===== src/design/hbwd_pkg.sv =====
// ---------------------------------------------------------------------------
// hbwd_pkg
// Shared types and constants for the heartbeat watchdog fault register.
// ---------------------------------------------------------------------------
package hbwd_pkg;

	localparam int unsigned TIMEOUT_W = 32;
	localparam int unsigned TICK_W    = 32;
	localparam int unsigned FAULT_W   = 32;
	localparam int unsigned KIND_W    = 3;
	localparam int unsigned REG_IDX_W = 2;

	typedef enum logic [KIND_W-1:0] {
		KIND_MONITOR  = 3'd0,
		KIND_BEAT_POS = 3'd1,
		KIND_BEAT_INR = 3'd2,
		KIND_BEAT_BUS = 3'd3,
		KIND_SET_MASK = 3'd4,
		KIND_CLR_MASK = 3'd5
	} kind_t;

	typedef enum logic [REG_IDX_W-1:0] {
		REG_POS_TIMEOUT = 2'd0,
		REG_INR_TIMEOUT = 2'd1,
		REG_BUS_TIMEOUT = 2'd2
	} reg_idx_t;

	localparam logic [TIMEOUT_W-1:0] RST_POS_TIMEOUT = 32'd2000;
	localparam logic [TIMEOUT_W-1:0] RST_INR_TIMEOUT = 32'd500;
	localparam logic [TIMEOUT_W-1:0] RST_BUS_TIMEOUT = 32'd1000;

	// fault word bit positions
	localparam int unsigned BIT_POS = 0;
	localparam int unsigned BIT_INR = 1;
	localparam int unsigned BIT_BUS = 2;

	typedef struct packed {
		logic [TIMEOUT_W-1:0] pos;
		logic [TIMEOUT_W-1:0] inr;
		logic [TIMEOUT_W-1:0] bus;
	} timeouts_t;

endpackage


===== src/design/hbwd_cfg_regs.sv =====
// ---------------------------------------------------------------------------
// hbwd_cfg_regs
// Timeout registers, written through a plain write port.
// ---------------------------------------------------------------------------
module hbwd_cfg_regs
	import hbwd_pkg::*;
(
	input  logic                 clk,
	input  logic                 arst_n,
	input  logic                 cfg_we,
	input  logic [REG_IDX_W-1:0] cfg_index,
	input  logic [TIMEOUT_W-1:0] cfg_data,
	output timeouts_t            timeouts
);

	timeouts_t timeouts_q;

	always_ff @(posedge clk or negedge arst_n) begin
		if (!arst_n) begin
			timeouts_q.pos <= RST_POS_TIMEOUT;
			timeouts_q.inr <= RST_INR_TIMEOUT;
			timeouts_q.bus <= RST_BUS_TIMEOUT;
		end else if (cfg_we) begin
			unique case (reg_idx_t'(cfg_index))
				REG_POS_TIMEOUT: timeouts_q.pos <= cfg_data;
				REG_INR_TIMEOUT: timeouts_q.inr <= cfg_data;
				REG_BUS_TIMEOUT: timeouts_q.bus <= cfg_data;
				default: ;
			endcase
		end
	end

	assign timeouts = timeouts_q;

endmodule


===== src/design/hbwd_chan_check.sv =====
// ---------------------------------------------------------------------------
// hbwd_chan_check
// One channel: wrapping age against timeout, next fault bit and action pulse.
// ---------------------------------------------------------------------------
module hbwd_chan_check
	import hbwd_pkg::*;
#(
	parameter int unsigned TICK_BITS = 32
) (
	input  logic [TICK_W-1:0]                              now_tick,
	input  logic [((TICK_BITS < 32) ? TICK_BITS : 32)-1:0] stamp,
	input  logic [TIMEOUT_W-1:0]                           timeout,
	input  logic                                           bit_cur,
	output logic                                           bit_next,
	output logic                                           pulse
);

	localparam int unsigned CMP_W = (TICK_BITS > 32) ? TICK_BITS : 32;

	logic [TICK_BITS-1:0] now_x;
	logic [TICK_BITS-1:0] stamp_x;
	logic [TICK_BITS-1:0] age;
	logic                 overdue;

	always_comb begin
		now_x    = TICK_BITS'(now_tick);
		stamp_x  = TICK_BITS'(stamp);
		age      = now_x - stamp_x;
		overdue  = CMP_W'(age) > CMP_W'(timeout);
		bit_next = overdue;
		pulse    = overdue & ~bit_cur;
	end

endmodule


===== src/design/heartbeat_watchdog_fault_register_core.sv =====
// ---------------------------------------------------------------------------
// heartbeat_watchdog_fault_register_core
// Three-channel heartbeat watchdog with a 32-bit fault word.
// ---------------------------------------------------------------------------
// Every transaction on the input stream gives exactly one result transaction.
// The block takes one item per clock when the result side does not stall it:
// the item sits in an input register, a single pass of three age
// subtract-compares and the fault word update runs from there into the result
// register, which also commits the state, so the next item sees it at once.
// Result backpressure stalls both registers together. The user must write
// timeouts through the cfg port only while no item is in flight (unenforced).
// ---------------------------------------------------------------------------
module heartbeat_watchdog_fault_register_core
	import hbwd_pkg::*;
#(
	parameter int unsigned TICK_BITS = 32
) (
	input  logic                 clk,
	input  logic                 arst_n,
	// configuration
	input  logic                 cfg_we,
	input  logic [REG_IDX_W-1:0] cfg_index,
	input  logic [TIMEOUT_W-1:0] cfg_data,
	// input stream
	input  logic                 s_tvalid,
	output logic                 s_tready,
	input  logic [63:0]          s_tdata,  // [31:0] now_tick, [63:32] fault_mask
	input  logic [KIND_W-1:0]    s_tuser,  // [2:0] kind
	// result stream
	output logic                 m_tvalid,
	input  logic                 m_tready,
	// [31:0] fault_word, [32] send_diag, [33] enter_dead_reckoning,
	// [34] disable_fusion, [35] bus_recover_and_log, [39:36] zero
	output logic [39:0]          m_tdata
);

	localparam int unsigned STAMP_W = (TICK_BITS < 32) ? TICK_BITS : 32;

	timeouts_t timeouts;

	logic                valid_s1;
	logic [KIND_W-1:0]   kind_s1;
	logic [TICK_W-1:0]   tick_s1;
	logic [FAULT_W-1:0]  mask_s1;

	logic [FAULT_W-1:0]  fault_q;
	logic [STAMP_W-1:0]  pos_stamp_q;
	logic [STAMP_W-1:0]  inr_stamp_q;
	logic [STAMP_W-1:0]  bus_stamp_q;

	logic                out_valid_q;
	logic [FAULT_W-1:0]  out_word_q;
	logic                out_diag_q;
	logic                out_dr_q;
	logic                out_df_q;
	logic                out_br_q;

	logic                advance;
	logic [2:0]          chk_bit;
	logic [2:0]          chk_pulse;
	logic [FAULT_W-1:0]  fault_next;
	logic                diag_next;
	logic [2:0]          pulse_next;

	hbwd_cfg_regs u_cfg (
		.clk      (clk),
		.arst_n   (arst_n),
		.cfg_we   (cfg_we),
		.cfg_index(cfg_index),
		.cfg_data (cfg_data),
		.timeouts (timeouts)
	);

	hbwd_chan_check #(.TICK_BITS(TICK_BITS)) u_chk_pos (
		.now_tick(tick_s1),
		.stamp   (pos_stamp_q),
		.timeout (timeouts.pos),
		.bit_cur (fault_q[BIT_POS]),
		.bit_next(chk_bit[0]),
		.pulse   (chk_pulse[0])
	);

	hbwd_chan_check #(.TICK_BITS(TICK_BITS)) u_chk_inr (
		.now_tick(tick_s1),
		.stamp   (inr_stamp_q),
		.timeout (timeouts.inr),
		.bit_cur (fault_q[BIT_INR]),
		.bit_next(chk_bit[1]),
		.pulse   (chk_pulse[1])
	);

	hbwd_chan_check #(.TICK_BITS(TICK_BITS)) u_chk_bus (
		.now_tick(tick_s1),
		.stamp   (bus_stamp_q),
		.timeout (timeouts.bus),
		.bit_cur (fault_q[BIT_BUS]),
		.bit_next(chk_bit[2]),
		.pulse   (chk_pulse[2])
	);

	// both registers move together when the result slot is free or draining
	assign advance  = valid_s1 & (~out_valid_q | m_tready);
	assign s_tready = ~valid_s1 | advance;

	always_ff @(posedge clk or negedge arst_n) begin
		if (!arst_n) begin
			valid_s1 <= 1'b0;
		end else if (s_tready) begin
			valid_s1 <= s_tvalid;
		end
	end

	always_ff @(posedge clk) begin
		if (s_tready && s_tvalid) begin
			kind_s1 <= s_tuser;
			tick_s1 <= s_tdata[31:0];
			mask_s1 <= s_tdata[63:32];
		end
	end

	always_comb begin
		fault_next = fault_q;
		diag_next  = 1'b0;
		pulse_next = 3'b000;
		case (kind_s1)
			KIND_MONITOR: begin
				fault_next[BIT_POS] = chk_bit[0];
				fault_next[BIT_INR] = chk_bit[1];
				fault_next[BIT_BUS] = chk_bit[2];
				pulse_next          = chk_pulse;
				diag_next           = |fault_next;
			end
			KIND_SET_MASK: fault_next = fault_q | mask_s1;
			KIND_CLR_MASK: fault_next = fault_q & ~mask_s1;
			default: ;
		endcase
	end

	always_ff @(posedge clk or negedge arst_n) begin
		if (!arst_n) begin
			fault_q     <= '0;
			pos_stamp_q <= '0;
			inr_stamp_q <= '0;
			bus_stamp_q <= '0;
			out_valid_q <= 1'b0;
		end else begin
			if (advance) begin
				fault_q     <= fault_next;
				out_valid_q <= 1'b1;
				case (kind_s1)
					KIND_BEAT_POS: pos_stamp_q <= STAMP_W'(tick_s1);
					KIND_BEAT_INR: inr_stamp_q <= STAMP_W'(tick_s1);
					KIND_BEAT_BUS: bus_stamp_q <= STAMP_W'(tick_s1);
					default: ;
				endcase
			end else if (m_tready) begin
				out_valid_q <= 1'b0;
			end
		end
	end

	always_ff @(posedge clk) begin
		if (advance) begin
			out_word_q <= fault_next;
			out_diag_q <= diag_next;
			out_dr_q   <= pulse_next[0];
			out_df_q   <= pulse_next[1];
			out_br_q   <= pulse_next[2];
		end
	end

	assign m_tvalid = out_valid_q;
	assign m_tdata  = {4'b0000, out_br_q, out_df_q, out_dr_q, out_diag_q, out_word_q};

endmodule

===== config.mk =====
export PLATFORM = sky130hd
export DESIGN_NAME = heartbeat_watchdog_fault_register_core
export DESIGN_NICKNAME = d
export VERILOG_FILES = /design/src/design/hbwd_pkg.sv /design/src/design/hbwd_cfg_regs.sv /design/src/design/hbwd_chan_check.sv /design/src/design/heartbeat_watchdog_fault_register_core.sv
export SDC_FILE = /design/constraint.sdc
export NUM_CORES = 1
export LEC_CHECK = 0
export BUFFER_PORTS_ARGS = -buffer_cell sky130_fd_sc_hd__buf_4
export CAP_MARGIN = 20
export CELL_PAD_IN_SITES_DETAIL_PLACEMENT = 0
export CELL_PAD_IN_SITES_GLOBAL_PLACEMENT = 1
export CORE_UTILIZATION = 54
export CTS_BUF_LIST = sky130_fd_sc_hd__clkbuf_8
export DETAILED_ROUTE_END_ITERATION = 16
export PLACE_DENSITY_LB_ADDON = 0.1
export SYNTH_ARGS = -nofsm -noshare
export SYNTH_HDL_FRONTEND = slang
export SYNTH_SLANG_ARGS = --single-unit

===== constraint.sdc =====
create_clock -name clk -period 10.95 [get_ports clk]
set_clock_uncertainty 0.05 [all_clocks]
set_input_delay 1.095 -clock clk [delete_from_list [all_inputs] [get_ports clk]]
set_output_delay 1.095 -clock clk [all_outputs]
set_load 0.03 [all_outputs]

## Word level (Yosys, flattened, before mapping)

Index checks and enable logic that the tools add are counted.

- Flip-flop bits (word level): 329
- Bits in latches: 0
- RAM bits: 0
- Memory bits (read-only): 0
- Input bits: 106
- Word-level logic and storage cells: 59
- Memories: 0

- Add/subtract/negate cells: 3
- $mul: 0
- Divide/modulo/power cells: 0
- Magnitude comparators: 3
- Equal/unequal tests: 7
- Shift operators: 0
- Muxes and demuxes: 4
- Bitwise operators: 14
- Reductions and logical operators: 11

Operators with widths:

| kind | number |
|---|---|
| $gt A32 B32 Y1 | 3 |
| $sub A32 B32 Y32 | 3 |
| $pmux W29 S2 | 1 |
| $and A32 B32 Y32 | 1 |
| $not A32 Y32 | 1 |
| $or A32 B32 Y32 | 1 |
| $reduce_or A32 Y1 | 1 |
| $reduce_and A2 Y1 | 6 |
| $pmux W3 S3 | 1 |
| $eq A3 B2 Y1 const B | 2 |
| $eq A3 B3 Y1 const B | 2 |
| $not A1 Y1 | 5 |
| $and A1 B1 Y1 | 4 |
| $eq A3 B1 Y1 const B | 1 |
| $logic_not A3 Y1 | 1 |
| $eq A2 B1 Y1 const B | 1 |
| $eq A2 B2 Y1 const B | 1 |
| $logic_not A2 Y1 | 1 |
| $mux W1 | 2 |
| $or A1 B1 Y1 | 2 |
| $reduce_bool A2 Y1 | 1 |
| $logic_and A1 B1 Y1 | 1 |

## Depth between registers and ports, before layout

Gate-level depths: netlist of the first run.

- Depth after elaboration: 5
- Gate-level depth with buffers: 25

## Hierarchy

From an unflattened synthesis of the first run, not the netlist that was laid out.

- Cell total of the unflattened synthesis: 1896
- Area, all modules: 20739.9 µm²

By module, submodules not included:

| module | times used | cells each | area an instance (µm²) | seq. area each (µm²) |
|---|---|---|---|---|
| heartbeat_watchdog_fault_register_core | 1 | 544 | 9278.9 | 6346.1 |
| hbwd_cfg_regs | 1 | 204 | 3648.5 | 2424.8 |
| hbwd_chan_check at u_chk_inr | 1 | 386 | 2628.8 | 0.0 |
| hbwd_chan_check at u_chk_bus | 1 | 382 | 2620.0 | 0.0 |
| hbwd_chan_check at u_chk_pos | 1 | 380 | 2563.7 | 0.0 |

## Worst setup path after synthesis of the first run

Ideal clock, no wire load.

- Path kind: register to register
- Start point: reg tick_s1[0]
- End point: reg out_diag_q (data pin)
- Library setup time: 262 ps
- Arrival time: 4278 ps
- Required time: 10638 ps
- Slack: 6360 ps
- Stages on the path, launching flop included: 26
- Cells stage by stage: edfxtp_1 inv_1 ha_1 inv_1 fa_1 a21oi_2 o21ai_2 a31oi_2 a22oi_1 a22o_1 o21a_1 o41a_1 a21o_1 a21oi_2 xnor2_1 ha_1 a21o_1 a21o_1 a21oi_1 o22ai_1 o21bai_1 a21o_1 o211ai_1 o21ai_0 nor3b_1 a21oi_1

- Word-level cells in the longest chain between the ends: 3
- Elaborated cells between the ends (all ways): 7
- Classes of those cells: 3 x add/sub; 3 x order compare; 1 x reduce/logical

Ends and longest elaborated chain:

| item | RTL line | source |
|---|---|---|
| start: declaration | heartbeat_watchdog_fault_register_core.sv:43 | `logic [TICK_W-1:0] tick_s1;` |
| start signal: assignment | heartbeat_watchdog_fault_register_core.sv:116 | `tick_s1 <= s_tdata[31:0];` |
| $sub A32 B32 Y32 | hbwd_chan_check.sv:28 | `age = now_x - stamp_x;` |
| $gt A32 B32 Y1 | hbwd_chan_check.sv:29 | `overdue = CMP_W'(age) > CMP_W'(timeout);` |
| $reduce_or A32 Y1 * | heartbeat_watchdog_fault_register_core.sv:131 | `diag_next = \|fault_next;` |
| end signal: assignment | heartbeat_watchdog_fault_register_core.sv:165 | `out_diag_q <= diag_next;` |
| end: declaration | heartbeat_watchdog_fault_register_core.sv:53 | `logic out_diag_q;` |

Mark *: on every way between the ends. The rest lies on a longest branch, timed or not.
A chain may end at the register's enable or synchronous reset.

## Final worst setup path of the first run

Ends and elaborated chain as after synthesis.

==> reports/qor.txt, run 1 <==
Status -> completed
Syn-to-layout area delta -> 14.9%
Final WS setup -> 5580 ps
Max Cap Viol -> 0
Slew margin rel. -> 29.6%
Vias in the first global route -> 13.8k
Arr. time, crit path -> 5700 ps
Maximum clock path buffer count -> 3
CTS Sinks -> 329
Post-synth top cells -> inv_1, dfrtp_1, ha_1, mux2_2, nand2_1
Most Crowded Layer GR -> met2
Num CTS Buffers -> 57
Met2 Use GR -> 40.8%
Final hold violation count -> 0
Met1 usage -> 34.0%
Sequential area share after synthesis -> 45.7%
Crit-path slowest cell -> or4_1
Routed len/inst -> 18.1 um
Antenna violations before repair -> 1
H-tree levels -> 2
Die width -> 191 um
RSZ-0062 raised after global routing -> no
CTS tree -> built
Hold Slack -> 445 ps
Total congestion overflow -> 0
Pre-CTS WS -> 5660 ps
Cts hold-fix bufs -> 0
Peak Freq -> 186 MHz
Total Routing Usage GR -> 25.4%
HPWL Detailed -> 33.3 mm
Max-slew violation total from the final report -> 0
Crit. End Element -> register
Final setup vio count -> 0
Routed vias -> 13.8k
Setup TNS -> 0 ps
Resize count post-CTS -> 0
Met3 GRT Util -> 5.34%
Chip height -> 191 um
Crit-path max FO -> 5
Distinct cells, synth -> 72
CP cell instances -> inv_1 > ha_1 > inv_1 > fa_1 > a21oi_2 > o21ai_2 > a31oi_2 > a22oi_1 > a22o_1 > a221oi_1 > a211o_1 > o21bai_1 > a21oi_1 > xnor2_1 > ha_1 > nand4_1 > or4_1 > o21ai_0 > nor3b_1 > a21oi_1
DRC Markers -> 0
Num rows -> 68
Pre-Repair DR Iteration Count -> 7
First-pass GRT wire length -> 71.7 mm
Most common cell in the synthesized netlist -> inv_1
Ys async rst share -> 68.7%
NumNets Final -> 2281
Clock root buffer -> clkbuf_8
Routability cong. -> 0.848
Leading area contributor after synthesis -> dfrtp_1
Slew @ Worst Pin -> 1060 ps
Share of post-route cells with drive strength above 1 -> 21.7%
Core area -> 0.0348 sq mm
Leakage -> 10.3 nW
Worst-path clk slew -> 60 ps
Largest cells by area after synthesis -> dfrtp_1, edfxtp_1, ha_1
Post-synthesis area per instance -> 10.6 sq um
Worst Path Required -> 11280 ps
Die ar. -> 0.0363 sq mm
Drt via density -> 5.55
Synthesized area -> 0.0192 sq mm
Largest net degree at the start of global routing -> 113
Clock Latency Late Sink -> 660 ps
Postcts setup bufs -> 0
Critical Path Max Stage Delay -> 570 ps
DR iter-0 viols -> 648
Crit Path Category -> reg2reg
Total power -> 5.16 mW
Worst hold path class -> reg2reg
PwrDens -> 234 mW/mm^2
Final worst-path cycle share -> 49.1%
Starting Density -> 55.2%
Routed WL -> 45.0 mm
EDFF count, synth -> 103
Final core occ -> 63.4%
DRT antenna net count -> 0
Fin crit period -> 5370 ps
Post-synth top flop -> dfrtp_1
Max VDD drop -> 0.159 mV
Synth top area share -> 27.1%
Syn Inst Count -> 1816
Worst setup SP type -> register
Synthesized flop and latch total -> 329
Ys Warns -> 0
Number of port buffers -> 143
I/O pins -> 148
==> per-layer routing <==
layer | up-vias | routed length (um) | share of wire [%]
met3 | 66 | 2660 | 5.9
li1 | 6782 | - | -
met1 | 6673 | 20600 | 46
met5 | - | 0 | 0
met4 | 0 | 1060 | 2.4
met2 | 288 | 20700 | 46
==> state kept, by name, indices dropped and copies added (netlist names) <==
register	flops
out_word_q	32
out_diag_q	1
inr_stamp_q	32
fault_q	32
bus_stamp_q	32
pos_stamp_q	32
kind_s1	3
u_cfg.timeouts	96
out_dr_q	1
out_br_q	1
m_tvalid	1
out_df_q	1
tick_s1	32
mask_s1	32
valid_s1	1
==> per-stage QoR <==
step | instance area [sq um] | cells
4_1_cts | 22000 | 2486
2_1_floorplan | 19200 | 1819
5_1_grt | 22100 | 2487
3_5_place_dp | 20800 | 2378
6_report | 22100 | 2488
3_3_place_gp | 20700 | 2377
==> layout make-up <==
type                            count  area [sq um]
Sequential cell                   329          8770
Inverter                          210           788
Clock buffer                       71           977
Tap cell                          455           569
Timing Repair Buffer              153          1200
Clock inverter                     37           288
Fill cell                        2896         12700
Multi-Input combinational cell   1232          9460
Antenna cell                        1          2.50
==> cells by family after synthesis <==
family / count (synthesis) / share of synthesized area, %
other cells: 1 / 0.0195
flops: 329 / 45.7
simple gates: 371 / 9.08
xor+xnor: 82 / 3.74
buf+inv: 258 / 5.21
mux: 158 / 9.27
compound gates: 425 / 14.4
fa+ha+maj: 192 / 12.6
==> worst paths after layout <==
| check | start | end | slack, ps | cells after the start |
|---|---|---|---|---|
| max | tick_s1[0] | out_diag_q | 5580 | 20 |
| min | inr_stamp_q[0] | inr_stamp_q[0] | 440 | 2 |
| max reg2reg | tick_s1[0] | out_diag_q | 5580 | 20 |
| min reg2reg | inr_stamp_q[0] | inr_stamp_q[0] | 440 | 2 |
| max in group asynchronous | arst_n | fault_q[12] | 8220 | 3 |
| min in group asynchronous | arst_n | inr_stamp_q[19] | 470 | 1 |
==> layout by cell type, fill, tap and decap left out, types with 9 or more instances in the layout <==
master | netlist | final
dfstp_2 | 18 | 18
nor2b_1 | 13 | 13
mux2_2 | 158 | 158
a21o_1 | 65 | 65
nor3_1 | 16 | 16
dfrtp_1 | 208 | 208
o21bai_1 | 12 | 12
ha_1 | 189 | 189
nand3_1 | 23 | 21
a211oi_1 | 16 | 16
xor2_1 | 22 | 22
nand2_1 | 141 | 141
clkbuf_8 | 0 | 71
edfxtp_1 | 103 | 103
o21ai_0 | 109 | 109
a22o_1 | 30 | 30
inv_1 | 209 | 224
nand4_1 | 27 | 27
xnor2_1 | 60 | 60
nor2_1 | 80 | 79
buf_4 | 8 | 150
a21oi_1 | 102 | 102
nand2b_1 | 27 | 27
o21a_1 | 19 | 19
o211ai_1 | 9 | 9
==> power breakdown <==
group	total [mW]	switching, mW	internal [mW]
clock network	1.22	0.530	0.685
registers	1.73	0.154	1.57
logic	2.22	1.21	1.01
total	5.16	1.89	3.27
==> worst max-delay path, delay by kind of cell, from the launching register on <==
kind / cells / cell delay (ps)
adder cells (fa/ha/maj): 3 / 900
XOR/XNOR: 1 / 90
flip-flops: 1 / 380
AO/OA/AOI/OAI: 11 / 2420
AND/OR/NAND/NOR: 3 / 1010
buffers and inverters: 2 / 210
No activity file was read; power rests on OpenSTA's default activity.
==> run 2, diff against run 1 <==
--- a/config.mk
+++ b/config.mk
@@ -9,7 +9,7 @@
 export CAP_MARGIN = 20
 export CELL_PAD_IN_SITES_DETAIL_PLACEMENT = 0
 export CELL_PAD_IN_SITES_GLOBAL_PLACEMENT = 1
-export CORE_UTILIZATION = 54
+export CORE_UTILIZATION = 50
 export CTS_BUF_LIST = sky130_fd_sc_hd__clkbuf_8
 export DETAILED_ROUTE_END_ITERATION = 16
 export PLACE_DENSITY_LB_ADDON = 0.1
==> constraint.sdc (replaced) <==
create_clock -name clk -period 5.2 [get_ports clk]
set_clock_uncertainty 0.05 [all_clocks]
set_input_delay 0.52 -clock clk [delete_from_list [all_inputs] [get_ports clk]]
set_output_delay 0.52 -clock clk [all_outputs]
set_load 0.03 [all_outputs]
==> reports/qor.txt, run 2 (synthesis results as in run 1) <==
Status -> completed (unchanged)
Most frequent cells in the layout -> inv_1, dfrtp_1, ha_1, buf_4, mux2_2 (was inv_1, dfrtp_1, ha_1, mux2_2, buf_4)
Maximum clock path buffer count -> 3 (unchanged)
Worst R2R Start -> tick_s1[0] (unchanged)
Total congestion overflow -> 0 (unchanged)
CTS Sinks -> 329 (unchanged)
Routed len/inst -> 18.0 um (was 18.1 um)
Arr. time, crit path -> 5330 ps (was 5700 ps)
Final setup vio count -> 0 (unchanged)
Max-slew violation total from the final report -> 0 (unchanged)
Reg2reg end -> out_diag_q (unchanged)
Multi-input gate area -> 0.00959 sq mm (was 0.00946 sq mm)
Worst hold path class -> in2reg (was reg2reg)
Pre-Repair DR Iteration Count -> 6 (was 7)
Most common cell after layout, fill and taps aside -> inv_1 (unchanged)
NumNets Final -> 2394 (was 2281)
Antenna violations before repair -> 0 (was 1)
Peak Freq -> 201 MHz (was 186 MHz)
DRT antenna net count -> 0 (unchanged)
Crit Path Category -> reg2reg (unchanged)
Max Cap Viol -> 0 (unchanged)
Slew margin rel. -> 41.8% (was 29.6%)
Final hold violation count -> 0 (unchanged)
Slew @ Worst Pin -> 872 ps (was 1060 ps)
Routed WL -> 47.8 mm (was 45.0 mm)
Starting Density -> 50.9% (was 55.2%)
Crit path from -> tick_s1[0] (unchanged)
Flop-to-flop setup slack -> 230 ps (was 5580 ps)
Syn-to-layout area delta -> 21.6% (was 14.9%)
Num CTS Buffers -> 57 (unchanged)
Total Routing Usage GR -> 25.0% (was 25.4%)
I/O pins -> 148 (unchanged)
PwrDens -> 483 mW/mm^2 (was 234 mW/mm^2)
Num rows -> 71 (was 68)
Routability cong. -> 0.871 (was 0.848)
Die ar. -> 0.0392 sq mm (was 0.0363 sq mm)
Final std cells w/o fill -> 2656 (was 2488)
Leakage -> 10.8 nW (was 10.3 nW)
Most Crowded Layer GR -> met2 (unchanged)
Core area -> 0.0378 sq mm (was 0.0348 sq mm)
Die width -> 198 um (was 191 um)
Chip height -> 198 um (was 191 um)
H-tree levels -> 2 (unchanged)
Crit path capture -> out_diag_q (unchanged)
Share of post-route cells with drive strength above 1 -> 23.4% (was 21.7%)
Clock Latency Late Sink -> 660 ps (about the same)
Routed vias -> 14.3k (was 13.8k)
Fillers -> 3136 (was 2896)
DRC Markers -> 0 (unchanged)
Placed insts -> 2463 (was 2378)
Met3 GRT Util -> 4.12% (was 5.34%)
Met1 usage -> 34.0% (about the same)
First-pass GRT wire length -> 75.6 mm (was 71.7 mm)
Hold Slack -> 46.7 ps (was 445 ps)
Crit. End Element -> register (unchanged)
Total power -> 11.3 mW (was 5.16 mW)
Worst setup SP type -> register (unchanged)
Worst-path clk slew -> 60 ps (about the same)
Ant diodes -> 0 (was 1)
Fin crit period -> 4970 ps (was 5370 ps)
Met2 Use GR -> 40.4% (was 40.8%)
Clock root buffer -> clkbuf_8 (unchanged)
Flip-flop count of the largest register after layout -> 96 (unchanged)
Number of port buffers -> 143 (unchanged)
HPWL Detailed -> 34.7 mm (was 33.3 mm)
CTS tree -> built (unchanged)
FF/Latch Area -> 0.00877 sq mm (unchanged)
DR iter-0 viols -> 777 (was 648)
Worst Path Required -> 5560 ps (was 11280 ps)
Largest net degree at the start of global routing -> 101 (was 113)
Max VDD drop -> 0.249 mV (was 0.159 mV)
Drt via density -> 5.40 (was 5.55)
Vias in the first global route -> 14.4k (was 13.8k)
Final worst-path cycle share -> 95.6% (was 49.1%)
Crit-path max FO -> 5 (unchanged)
Reg2reg path depth -> 23 (was 20)
run 2: changes by cell type in the layout (fill, tap and decap cells not counted), sizes merged:
| cell | delta |
|---|---|
| clkinv | +4 |
| diode | -1 |
| bufinv | +3 |
| inv | -4 |
| buf | +34 |
| dlygate4sd3 | +79 |
| clkbuf | -3 |
run 2: power by group:
group          leakage [nW]  internal [mW]  switching [mW]
sequential             3.69           3.31           0.316
combinational          6.41           2.30            2.66
clock                 0.727           1.55            1.15
total                  10.8           7.16            4.12
run 2: worst min path at each step:
stage,from,end,slack [ps],cells past startpoint
after CTS,cfg_data[7],u_cfg.timeouts[71],0.07,3
after floorplan,arst_n,bus_stamp_q[0],170,0
final,cfg_data[7],u_cfg.timeouts[71],50,3
after detailed placement,bus_stamp_q[0],bus_stamp_q[0],420,2
after global placement,valid_s1,m_tvalid,420,1
after global routing,cfg_data[16],u_cfg.timeouts[80],20,3
run 2: stage by stage:
| step | util [%] | setup TNS, ps | area (sq um) | setup slack [ps] |
|---|---|---|---|---|
| global placement | 55.7 | 0 | 21000 | 125 |
| CTS | 61.3 | 0 | 23200 | 38.3 |
| floorplan | - | 0 | 19200 | 610 |
| global route | 61.8 | -23.6 | 23300 | -23.5 |
| detailed placement | 55.7 | -129 | 21000 | -41.8 |
| finish | 61.8 | 0 | 23300 | 231 |
run 2: layout make-up:
cell class	instances	area share [%]
clock buffers	68	4.01
clock inverters	40	1.63
inverters	210	3.38
multi-input cells	1232	41.1
flip-flops and latches	329	37.6
well taps	511	2.74
repair buffers	266	9.60
run 2: timing repair:
item | in CTS | in global routing
setup endpoints to repair | 4 | 10
hold endpoints to repair | 175 | 0
hold buffers | 79 | 0
cloned | 0 | 0
buffers inserted | 0 | 5
resized for setup | 1 | 27
pin swaps | 0 | 10
run 2: worst max-delay path: stages (launching register included):
cell	delay, ps
edfxtp_1	420
inv_2	120
ha_1	170
inv_1	60
fa_2	370
a211oi_2	200
nor2_1	110
o41a_1	550
a211oi_2	320
buf_4	160
o31a_1	240
o31ai_2	140
nor3_2	160
o21bai_1	120
a21oi_2	180
xnor2_1	140
ha_1	260
a21o_1	160
a21oi_1	170
o21ai_0	130
a21oi_2	170
a31oi_4	70
nor2_1	150
a21oi_1	70
run 2: per-layer routing:
layer | wire, um | vias up
li1 | - | 7008
met1 | 22500 | 6982
met2 | 21900 | 276
met3 | 2010 | 72
met4 | 1320 | 0
met5 | 0 | -
